**src/rtl/ffbb_pkg.sv**
```systemverilog
package ffbb_pkg;

    // Configuration register indexes
    localparam int CFG_IDX_W = 1;
    typedef enum logic [CFG_IDX_W-1:0] {
        CFG_IMAGE_WIDTH  = 1'b0,
        CFG_IMAGE_HEIGHT = 1'b1
    } t_cfg_idx;

    // Input item operation codes
    localparam logic OP_LOAD = 1'b0;
    localparam logic OP_SEED = 1'b1;

    // Neighbor order: up, down, left, right
    localparam int DIR_W = 2;
    localparam logic [DIR_W-1:0] DIR_UP    = 2'd0;
    localparam logic [DIR_W-1:0] DIR_DOWN  = 2'd1;
    localparam logic [DIR_W-1:0] DIR_LEFT  = 2'd2;
    localparam logic [DIR_W-1:0] DIR_RIGHT = 2'd3;

    localparam int          CFG_W     = 9;
    localparam logic [8:0]  IMG_RESET = 9'd256;
    // Width used for all bound compares (covers 4096 and the 9-bit registers)
    localparam int          CMP_W     = 17;
    // Width of the per-run visited tag
    localparam int          EPOCH_W   = 4;

    typedef struct packed {
        logic               op;
        logic               opaque;
        logic signed [15:0] coord_x;
        logic signed [15:0] coord_y;
    } t_in_item;

    typedef struct packed {
        logic       found;
        logic [7:0] box_x;
        logic [7:0] box_y;
        logic [8:0] box_width;
        logic [8:0] box_height;
    } t_out_item;

    typedef struct packed {
        t_cfg_idx         index;
        logic [CFG_W-1:0] value;
    } t_cfg_item;

    // Controller to datapath commands
    typedef struct packed {
        logic load_wr;
        logic seed_cap;
        logic seed_eval;
        logic clr_step;
        logic run_init;
        logic pop;
        logic cur_cap;
        logic nbr_skip;
        logic nbr_chk;
        logic res_load;
    } t_cmd;

    // Datapath to controller status
    typedef struct packed {
        logic seed_ok;
        logic epoch_full;
        logic clr_last;
        logic q_empty;
        logic nbr_in;
        logic k_last;
        logic out_free;
    } t_sts;

endpackage

```
**src/rtl/ffbb_ctrl.sv**
```systemverilog
module ffbb_ctrl (
    input  logic          i_clk,
    input  logic          i_rst_n,
    input  logic          i_in_valid,
    input  logic          i_in_op,
    output logic          o_in_ready,
    input  ffbb_pkg::t_sts i_sts,
    output ffbb_pkg::t_cmd o_cmd
);
    import ffbb_pkg::*;

    typedef enum logic [8:0] {
        S_IDLE = 9'b000000001,
        S_SEED = 9'b000000010,
        S_CLR  = 9'b000000100,
        S_INIT = 9'b000001000,
        S_POP  = 9'b000010000,
        S_CUR  = 9'b000100000,
        S_NREQ = 9'b001000000,
        S_NCHK = 9'b010000000,
        S_DONE = 9'b100000000
    } t_state;

    t_state r_state;
    t_state n_state;

    // Next state and commands
    always_comb begin
        n_state    = r_state;
        o_cmd      = '0;
        o_in_ready = 1'b0;
        case (r_state)
            S_IDLE: begin
                o_in_ready = 1'b1;
                if (i_in_valid) begin
                    if (i_in_op == OP_SEED) begin
                        o_cmd.seed_cap = 1'b1;
                        n_state        = S_SEED;
                    end else begin
                        o_cmd.load_wr = 1'b1;
                    end
                end
            end
            S_SEED: begin
                // opacity of the seed pixel is on the read port now
                o_cmd.seed_eval = 1'b1;
                if (!i_sts.seed_ok) begin
                    n_state = S_DONE;
                end else if (i_sts.epoch_full) begin
                    n_state = S_CLR;
                end else begin
                    n_state = S_INIT;
                end
            end
            S_CLR: begin
                o_cmd.clr_step = 1'b1;
                if (i_sts.clr_last) begin
                    n_state = S_INIT;
                end
            end
            S_INIT: begin
                o_cmd.run_init = 1'b1;
                n_state        = S_POP;
            end
            S_POP: begin
                if (i_sts.q_empty) begin
                    n_state = S_DONE;
                end else begin
                    o_cmd.pop = 1'b1;
                    n_state   = S_CUR;
                end
            end
            S_CUR: begin
                o_cmd.cur_cap = 1'b1;
                n_state       = S_NREQ;
            end
            S_NREQ: begin
                if (i_sts.nbr_in) begin
                    n_state = S_NCHK;
                end else begin
                    o_cmd.nbr_skip = 1'b1;
                    if (i_sts.k_last) begin
                        n_state = S_POP;
                    end
                end
            end
            S_NCHK: begin
                o_cmd.nbr_chk = 1'b1;
                n_state       = i_sts.k_last ? S_POP : S_NREQ;
            end
            S_DONE: begin
                if (i_sts.out_free) begin
                    o_cmd.res_load = 1'b1;
                    n_state        = S_IDLE;
                end
            end
            default: begin
                n_state = S_IDLE;
            end
        endcase
    end

    always_ff @(posedge i_clk) begin
        if (!i_rst_n) begin
            r_state <= S_IDLE;
        end else begin
            r_state <= n_state;
        end
    end
endmodule

```
**config.mk**
```make
export PLATFORM = sky130hd
export DESIGN_NAME = ffbb_ctrl
export DESIGN_NICKNAME = d
export VERILOG_FILES = /design/src/rtl/ffbb_pkg.sv /design/src/rtl/ffbb_ctrl.sv
export SDC_FILE = /design/constraint.sdc
export NUM_CORES = 1
export LEC_CHECK = 0
export BUFFER_PORTS_ARGS = -buffer_cell sky130_fd_sc_hd__buf_2
export CAP_MARGIN = 0
export CORE_UTILIZATION = 48
export DETAILED_ROUTE_END_ITERATION = 7
export GPL_TIMING_DRIVEN = 1
export PLACE_DENSITY = 0.85
export SKIP_CTS_REPAIR_TIMING = 1
export SLEW_MARGIN = 20
export SYNTH_ARGS = -nofsm -noshare
export SYNTH_HDL_FRONTEND = slang
export SYNTH_SLANG_ARGS = --single-unit
```
**constraint.sdc**
```tcl
create_clock -name i_clk -period 2.7 [get_ports i_clk]
set_input_delay 0 -clock i_clk [delete_from_list [all_inputs] [get_ports i_clk]]
set_output_delay 0 -clock i_clk [all_outputs]
set_load 0.1 [all_outputs]
```
==> results of run 1 <==
## worst register-to-register path: stages, from the launching register on
cell	delay, ps
sky130_fd_sc_hd__dfxtp_1	360
sky130_fd_sc_hd__or4_1	540
sky130_fd_sc_hd__or4_1	560
sky130_fd_sc_hd__o22a_2	260
sky130_fd_sc_hd__and3_1	170
## cell usage after synthesis (2+ instances only)
| cell | number | share of area (%) |
|---|---|---|
| sky130_fd_sc_hd__o21ai_0 | 4 | 2.9 |
| sky130_fd_sc_hd__nand2b_1 | 2 | 1.8 |
| sky130_fd_sc_hd__or3b_2 | 2 | 2.6 |
| sky130_fd_sc_hd__or4_1 | 2 | 2.2 |
| sky130_fd_sc_hd__buf_6 | 3 | 4.9 |
| sky130_fd_sc_hd__nor2_1 | 5 | 2.7 |
| sky130_fd_sc_hd__inv_1 | 5 | 2.7 |
| sky130_fd_sc_hd__and4_1 | 2 | 2.6 |
| sky130_fd_sc_hd__nand2_1 | 6 | 3.3 |
| sky130_fd_sc_hd__nor3_1 | 7 | 5.1 |
| sky130_fd_sc_hd__and2_1 | 2 | 1.8 |
| sky130_fd_sc_hd__xor2_1 | 3 | 3.8 |
| sky130_fd_sc_hd__dfxtp_1 | 9 | 26 |
| sky130_fd_sc_hd__nor4_1 | 3 | 2.7 |
| sky130_fd_sc_hd__o21a_1 | 2 | 2.2 |
| sky130_fd_sc_hd__nand3b_1 | 2 | 2.2 |
| sky130_fd_sc_hd__and3_1 | 4 | 3.6 |
## cells by family after synthesis
family	count (synthesis)	synth area share (%)
XOR/XNOR	3	3.83
AND/OR/NAND/NOR	43	40.1
AO/OA/AOI/OAI	19	20.8
flip-flops	9	26.3
buffers and inverters	10	8.94
## power by group
part	internal, mW	switching (mW)	total [mW]
combinational	0.0490	0.150	0.199
clock	0.0571	0.0496	0.107
sequential	0.141	0.0134	0.154
## final timing paths
| path | startpoint | end |
|---|---|---|
| max | r_state[0] | o_cmd[4] |
| min | i_rst_n | r_state[6] |
| max reg2reg | r_state[0] | r_state[1] |
| min reg2reg | r_state[6] | r_state[7] |
## per-layer routing
| metal | up-vias | share of wire, % | wire (um) |
|---|---|---|---|
| met2 | 21 | 48 | 803 |
| li1 | 367 | - | - |
| met5 | - | 0 | 0 |
| met3 | 2 | 5.5 | 92 |
| met4 | 0 | 0.65 | 11 |
| met1 | 331 | 46 | 776 |
## final cells by class
type | instances | share of cell area [%]
multi-input combinational | 65 | 55.5
tap | 15 | 2.26
sequential | 9 | 21.7
clock buffer | 4 | 3.17
timing repair buffer | 23 | 15.1
inverter | 5 | 2.26
## stage by stage
stage	hold WS, ps	util [%]	setup WS, ps	std cells	setup TNS [ps]
6_report	3.01	63.0	249	121	0
5_1_grt	4.47	63.0	124	121	0
4_1_cts	-27.4	61.4	244	119	0
3_5_place_dp	260	59.4	541	115	0
3_3_place_gp	249	59.4	571	115	0
2_1_floorplan	118	-	-72.3	84	-72.3
==> metrics.txt, run 1 <==
# TYPE chip_impl_metric gauge
chip_impl_metric{name="ff_latch_area",unit="um^2"} 180
chip_impl_metric{name="final.period_utilization",unit="%"} 90.8
chip_impl_metric{name="wire_per_inst",unit="um"} 13.9
chip_impl_metric{name="clock_skew",unit="ps"} 7.00
chip_impl_metric{name="finalNetCount",unit=""} 118
chip_impl_metric{name="timing.max_cap.violations",unit=""} 0
chip_impl_info{name="synth_top_flop_cell",value="sky130_fd_sc_hd__dfxtp_1"} 1
chip_impl_metric{name="clkSlewWorstSetupHoldPaths",unit="ps"} 60
chip_impl_info{name="reg.largest.list",value="r_state x9"} 1
chip_impl_metric{name="placed_cell_area",unit="um^2"} 783
chip_impl_info{name="worstPathCellList",value="or4_1 -> or4_1 -> nor4b_4 -> buf_2"} 1
chip_impl_metric{name="die_area",unit="um^2"} 1580
chip_impl_metric{name="core",unit="um^2"} 1320
chip_impl_metric{name="max_slew_margin",unit="%"} 57.7
chip_impl_metric{name="antenna_violations_before_repair",unit=""} 0
chip_impl_metric{name="die_h",unit="um"} 39.8
chip_impl_metric{name="largest_register_ffs",unit=""} 9
chip_impl_metric{name="gp_congestion",unit=""} 0.935
chip_impl_metric{name="ioPinCount",unit=""} 22
chip_impl_info{name="leading_cell_type_in_the_layout_fill_and_taps_excluded",value="sky130_fd_sc_hd__buf_2"} 1
chip_impl_metric{name="ff2ff_path_depth",unit=""} 4
chip_impl_metric{name="placementRows",unit=""} 13
chip_impl_metric{name="worst-path-buf-inv",unit=""} 1
chip_impl_metric{name="antenna_diode_count",unit=""} 0
chip_impl_metric{name="post-route-drc-count",unit=""} 0
chip_impl_metric{name="synth-seq-cells",unit=""} 9
chip_impl_metric{name="clock_latency",unit="ps"} 270
chip_impl_metric{name="cellLeakagePower",unit="nW"} 0.351
chip_impl_info{name="worstSetupEndpointType",value="primary output"} 1
chip_impl_metric{name="max_clock_freq",unit="GHz"} 0.408
chip_impl_info{name="leading_cell_types_in_the_layout_fill_and_taps_excluded",value="sky130_fd_sc_hd__buf_2 (21), sky130_fd_sc_hd__dfxtp_1 (9), sky130_fd_sc_hd__nor3_1 (6), sky130_fd_sc_hd__nand2_1 (6), sky130_fd_sc_hd__inv_1 (5)"} 1
chip_impl_metric{name="cp.arrival",unit="ps"} 2450
chip_impl_metric{name="clock_sink_count",unit=""} 9
chip_impl_metric{name="detail_route.vias_per_cell",unit=""} 5.96
chip_impl_metric{name="critical_path.max_fanout",unit=""} 7
chip_impl_metric{name="globalRouteMet3Util",unit="%"} 10.2
chip_impl_metric{name="powerDensity",unit="nW/um^2"} 554
chip_impl_metric{name="dp_hpwl",unit="um"} 1240
chip_impl_metric{name="grt.met2_usage",unit="%"} 45.1
chip_impl_metric{name="firstDrtPassIters",unit=""} 4
chip_impl_metric{name="cts_inserted_buffers",unit=""} 3
chip_impl_metric{name="critPathRequiredTime",unit="ps"} 2700
chip_impl_metric{name="clk_path_buf_depth",unit=""} 2
chip_impl_metric{name="timing_worst_slew_pin_value",unit="ps"} 628
chip_impl_metric{name="synth_edf_count",unit=""} 0
chip_impl_metric{name="grt_pass1_wl",unit="um"} 2570
chip_impl_info{name="timing.critical_path.max_delay_family",value="simple AND/OR/NAND/NOR gates"} 1
chip_impl_info{name="kind_of_launch_point_of_the_worst_setup_path",value="register"} 1
chip_impl_metric{name="hold_path_depth",unit=""} 2
chip_impl_info{name="grt-busiest-layer",value="met2"} 1
chip_impl_metric{name="wirelength",unit="um"} 1680
chip_impl_metric{name="hold_viol_final",unit=""} 0
chip_impl_metric{name="start_util",unit="%"} 52.0
chip_impl_metric{name="synth.yosys.warnings",unit=""} 0
chip_impl_metric{name="area_delta_synth_final",unit="%"} 21.0
chip_impl_info{name="top_register",value="r_state"} 1
chip_impl_metric{name="timing.final.max_slew_violations",unit=""} 0
chip_impl_metric{name="cts-htree-levels",unit=""} 1
chip_impl_info{name="timing_worst_setup_path_type",value="register to primary output"} 1
chip_impl_metric{name="global_route.usage.total",unit="%"} 25.0
chip_impl_metric{name="synth-seq-area-share",unit="%"} 26.3
chip_impl_metric{name="max-vdd-ir-drop",unit="uV"} 557
chip_impl_metric{name="number_of_nets_in_the_synthesized_netlist",unit=""} 95
chip_impl_metric{name="max_stage_delay",unit="ps"} 560
chip_impl_metric{name="via_count",unit=""} 721
chip_impl_metric{name="setup_viol_count_final",unit=""} 0
chip_impl_info{name="cts_tree",value="done"} 1
chip_impl_metric{name="synth-async-reset-ratio",unit="%"} 0
chip_impl_metric{name="chipWidth",unit="um"} 39.8
chip_impl_metric{name="worst-path-stages",unit=""} 4
chip_impl_metric{name="post-route-cell-area",unit="um^2"} 830
chip_impl_metric{name="grt_max_degree",unit=""} 12
chip_impl_metric{name="number_of_instances_in_the_synthesized_netlist",unit=""} 84
chip_impl_metric{name="antenna_left",unit=""} 0
chip_impl_metric{name="syn_area",unit="um^2"} 686
chip_impl_info{name="master_of_the_slowest_instance_on_the_critical_path",value="sky130_fd_sc_hd__or4_1"} 1
chip_impl_info{name="status",value="finished clean"} 1
chip_impl_metric{name="portBuffers",unit=""} 21
chip_impl_metric{name="worst-r2r-setup-slack",unit="ps"} 700
chip_impl_metric{name="drt_iter0_markers",unit=""} 19
chip_impl_info{name="cts_root_buffer",value="sky130_fd_sc_hd__clkbuf_4"} 1
chip_impl_metric{name="vias_in_the_first_global_route",unit=""} 622
chip_impl_metric{name="synth.lib_cells_used.distinct",unit=""} 38
chip_impl_metric{name="footprint_of_the_multi_input_gates",unit="um^2"} 460
chip_impl_metric{name="num-fill-cells",unit=""} 138
chip_impl_metric{name="use_met1",unit="%"} 26.6
chip_impl_info{name="path_common_cell",value="sky130_fd_sc_hd__or4_1"} 1
chip_impl_metric{name="post_route_cells_drive_above_1_share",unit="%"} 30.2
chip_impl_metric{name="globalRoute.totalOverflow",unit=""} 0
chip_impl_info{name="rsz_0062_raised_after_global_routing",value="false"} 1
chip_impl_metric{name="power",unit="uW"} 460
chip_impl_info{name="worstHoldPathType",value="input pin to register"} 1
chip_impl_metric{name="synth_area_per_cell",unit="um^2"} 8.16
chip_impl_metric{name="fin_crit",unit="ps"} 2450
Note: power is estimated with default switching activity, not from simulation.
==> run 2, diff against run 1 <==
- CORE_UTILIZATION: 48 -> 26
- PLACE_DENSITY: 0.85 -> 0.55
==> metrics.txt, run 2 (synthesis results as in run 1) <==
# TYPE chip_impl_metric gauge
chip_impl_info{name="status",value="finished clean"} 1
chip_impl_metric{name="via_count",unit=""} 732
chip_impl_metric{name="max_stage_delay",unit="ps"} 560
chip_impl_metric{name="antenna_diode_count",unit=""} 0
chip_impl_metric{name="ff2ff_path_depth",unit=""} 4
chip_impl_info{name="worstPathCellList",value="or4_1 -> or4_1 -> nor4b_4 -> buf_2"} 1
chip_impl_metric{name="worst_hold_slack",unit="ps"} 8.50
chip_impl_metric{name="antenna_left",unit=""} 0
chip_impl_metric{name="post-route-drc-count",unit=""} 0
chip_impl_metric{name="worst-r2r-setup-slack",unit="ps"} 690
chip_impl_metric{name="clock_sink_count",unit=""} 9
chip_impl_metric{name="core",unit="um^2"} 2480
chip_impl_metric{name="post_layout_nonfiller_instances",unit=""} 137
chip_impl_metric{name="critical_path.max_fanout",unit=""} 7
chip_impl_metric{name="detail_route.vias_per_cell",unit=""} 5.34
chip_impl_info{name="master_of_the_slowest_instance_on_the_critical_path",value="sky130_fd_sc_hd__or4_1"} 1
chip_impl_metric{name="gp_congestion",unit=""} 0.858
chip_impl_metric{name="antenna_violations_before_repair",unit=""} 0
chip_impl_metric{name="die_h",unit="um"} 53.4
chip_impl_info{name="kind_of_launch_point_of_the_worst_setup_path",value="register"} 1
chip_impl_metric{name="setup_viol_count_final",unit=""} 0
chip_impl_metric{name="cellLeakagePower",unit="nW"} 0.354
chip_impl_metric{name="placementRows",unit=""} 18
chip_impl_metric{name="drt_iter0_markers",unit=""} 15
chip_impl_metric{name="num-fill-cells",unit=""} 273
chip_impl_metric{name="clock_skew",unit="ps"} 4.19
chip_impl_info{name="cts_root_buffer",value="sky130_fd_sc_hd__clkbuf_4"} 1
chip_impl_metric{name="timing.max_cap.violations",unit=""} 0
chip_impl_metric{name="max_slew_margin",unit="%"} 60.0
chip_impl_info{name="whs_endpoint",value="r_state[6]"} 1
chip_impl_metric{name="clock_latency",unit="ps"} 260
chip_impl_info{name="reg2reg_to",value="r_state[1]"} 1
chip_impl_info{name="top_register",value="r_state"} 1
chip_impl_info{name="worstSetupEndpointType",value="primary output"} 1
chip_impl_info{name="timing.rr.start",value="r_state[0]"} 1
chip_impl_metric{name="globalRoute.totalOverflow",unit=""} 0
chip_impl_metric{name="portBuffers",unit=""} 21
chip_impl_metric{name="die_area",unit="um^2"} 2850
chip_impl_info{name="timing_worst_setup_path_type",value="register to primary output"} 1
chip_impl_info{name="path_common_cell",value="sky130_fd_sc_hd__or4_1"} 1
chip_impl_metric{name="vias_in_the_first_global_route",unit=""} 613
chip_impl_metric{name="firstDrtPassIters",unit=""} 4
chip_impl_info{name="reg.largest.list",value="r_state x9"} 1
chip_impl_metric{name="wire_per_inst",unit="um"} 12.7
chip_impl_metric{name="max_clock_freq",unit="GHz"} 0.407
chip_impl_metric{name="area_delta_synth_final",unit="%"} 25.2
chip_impl_info{name="min_from",value="i_rst_n"} 1
chip_impl_info{name="worstHoldPathType",value="input pin to register"} 1
chip_impl_metric{name="grt_max_degree",unit=""} 12
chip_impl_metric{name="cts-htree-levels",unit=""} 1
chip_impl_metric{name="cp.arrival",unit="ps"} 2460
chip_impl_info{name="cts_tree",value="done"} 1
chip_impl_metric{name="clkSlewWorstSetupHoldPaths",unit="ps"} 60
chip_impl_metric{name="powerDensity",unit="nW/um^2"} 535
chip_impl_info{name="leading_cell_types_in_the_layout_fill_and_taps_excluded",value="sky130_fd_sc_hd__buf_2 (21), sky130_fd_sc_hd__dfxtp_1 (9), sky130_fd_sc_hd__nor3_1 (6), sky130_fd_sc_hd__nand2_1 (6), sky130_fd_sc_hd__inv_1 (5)"} 1
chip_impl_metric{name="hold_viol_final",unit=""} 0
chip_impl_metric{name="ioPinCount",unit=""} 22
chip_impl_metric{name="clk_path_buf_depth",unit=""} 2
chip_impl_metric{name="finish.utilization",unit="%"} 34.6
chip_impl_metric{name="timing.final.max_slew_violations",unit=""} 0
chip_impl_metric{name="dp_hpwl",unit="um"} 1380
chip_impl_metric{name="finalNetCount",unit=""} 119
chip_impl_metric{name="max-vdd-ir-drop",unit="uV"} 360
chip_impl_metric{name="start_util",unit="%"} 27.7
chip_impl_metric{name="timing_worst_slew_pin_value",unit="ps"} 595
chip_impl_metric{name="largest_register_ffs",unit=""} 9
chip_impl_metric{name="placed_cell_area",unit="um^2"} 802
chip_impl_info{name="leading_cell_type_in_the_layout_fill_and_taps_excluded",value="sky130_fd_sc_hd__buf_2"} 1
chip_impl_metric{name="critPathRequiredTime",unit="ps"} 2700
chip_impl_metric{name="final.period_utilization",unit="%"} 91.1
chip_impl_metric{name="post-route-cell-area",unit="um^2"} 858
chip_impl_metric{name="wirelength",unit="um"} 1740
chip_impl_metric{name="dp.cells",unit=""} 130
chip_impl_metric{name="global_route.usage.total",unit="%"} 13.8
chip_impl_info{name="rsz_0062_raised_after_global_routing",value="false"} 1
chip_impl_metric{name="hold_path_depth",unit=""} 2
chip_impl_metric{name="cts_inserted_buffers",unit=""} 3
chip_impl_metric{name="chipWidth",unit="um"} 53.4
chip_impl_metric{name="grt_pass1_wl",unit="um"} 2760
chip_impl_metric{name="fin_crit",unit="ps"} 2460
chip_impl_metric{name="post_route_cells_drive_above_1_share",unit="%"} 29.9
[run 2: cell types whose count changed in the layout (fill, tap and decap cells not counted)]
cell | before | now
sky130_fd_sc_hd__dlygate4sd3_1 | 2 | 3
[run 2: layout make-up]
class,count,area [um^2],area share (%)
clock buffer,4,26.3,3.06
inverter,5,18.8,2.19
multi-input combinational,65,460,53.6
sequential,9,180,21.0
tap,30,37.5,4.37
timing repair buffer,24,135,15.7
[run 2: where the power goes]
part / internal, mW / leakage, nW / switching (mW)
Clock: 0.0570 / 0.0150 / 0.0487
Combinational: 0.0500 / 0.266 / 0.149
Sequential: 0.141 / 0.0729 / 0.0136
[run 2: worst max-delay path: cells and delay by family (launching register included)]
kind                   cells  cell delay [ps]
buffers and inverters      1              460
DFF                        1              360
and+or+nand+nor            3             1370
[run 2: through the flow]
step                      power, mW  setup WS, ps  setup TNS [ps]
after floorplan               0.316         -72.3           -72.3
after global placement        0.351           564               0
after detailed placement      0.352           526               0
after CTS                     0.464           223               0
after global routing          0.492           133               0
final                         0.459           241               0
[run 2: how the worst max path moves through the flow]
stage / start / depth (start not counted) / slack, ps / end
after floorplan: r_state[0] / 5 / -70 / r_state[5]
after global placement: r_state[0] / 4 / 560 / o_cmd[4]
after detailed placement: r_state[0] / 4 / 530 / o_cmd[4]
after CTS: r_state[0] / 4 / 220 / o_cmd[4]
after global routing: r_state[1] / 4 / 130 / o_cmd[4]
final: r_state[0] / 4 / 240 / o_cmd[4]
[run 2: metal layers]
layer / share of wire [%] / global-route usage, % / vias to the layer above
met2: 42 / 21.3 / 36
met1: 49 / 17.2 / 321
met3: 8.5 / 6.03 / 2
met5: 0 / 0 / -
li1: - / - / 373
met4: 0.57 / 3.95 / 0
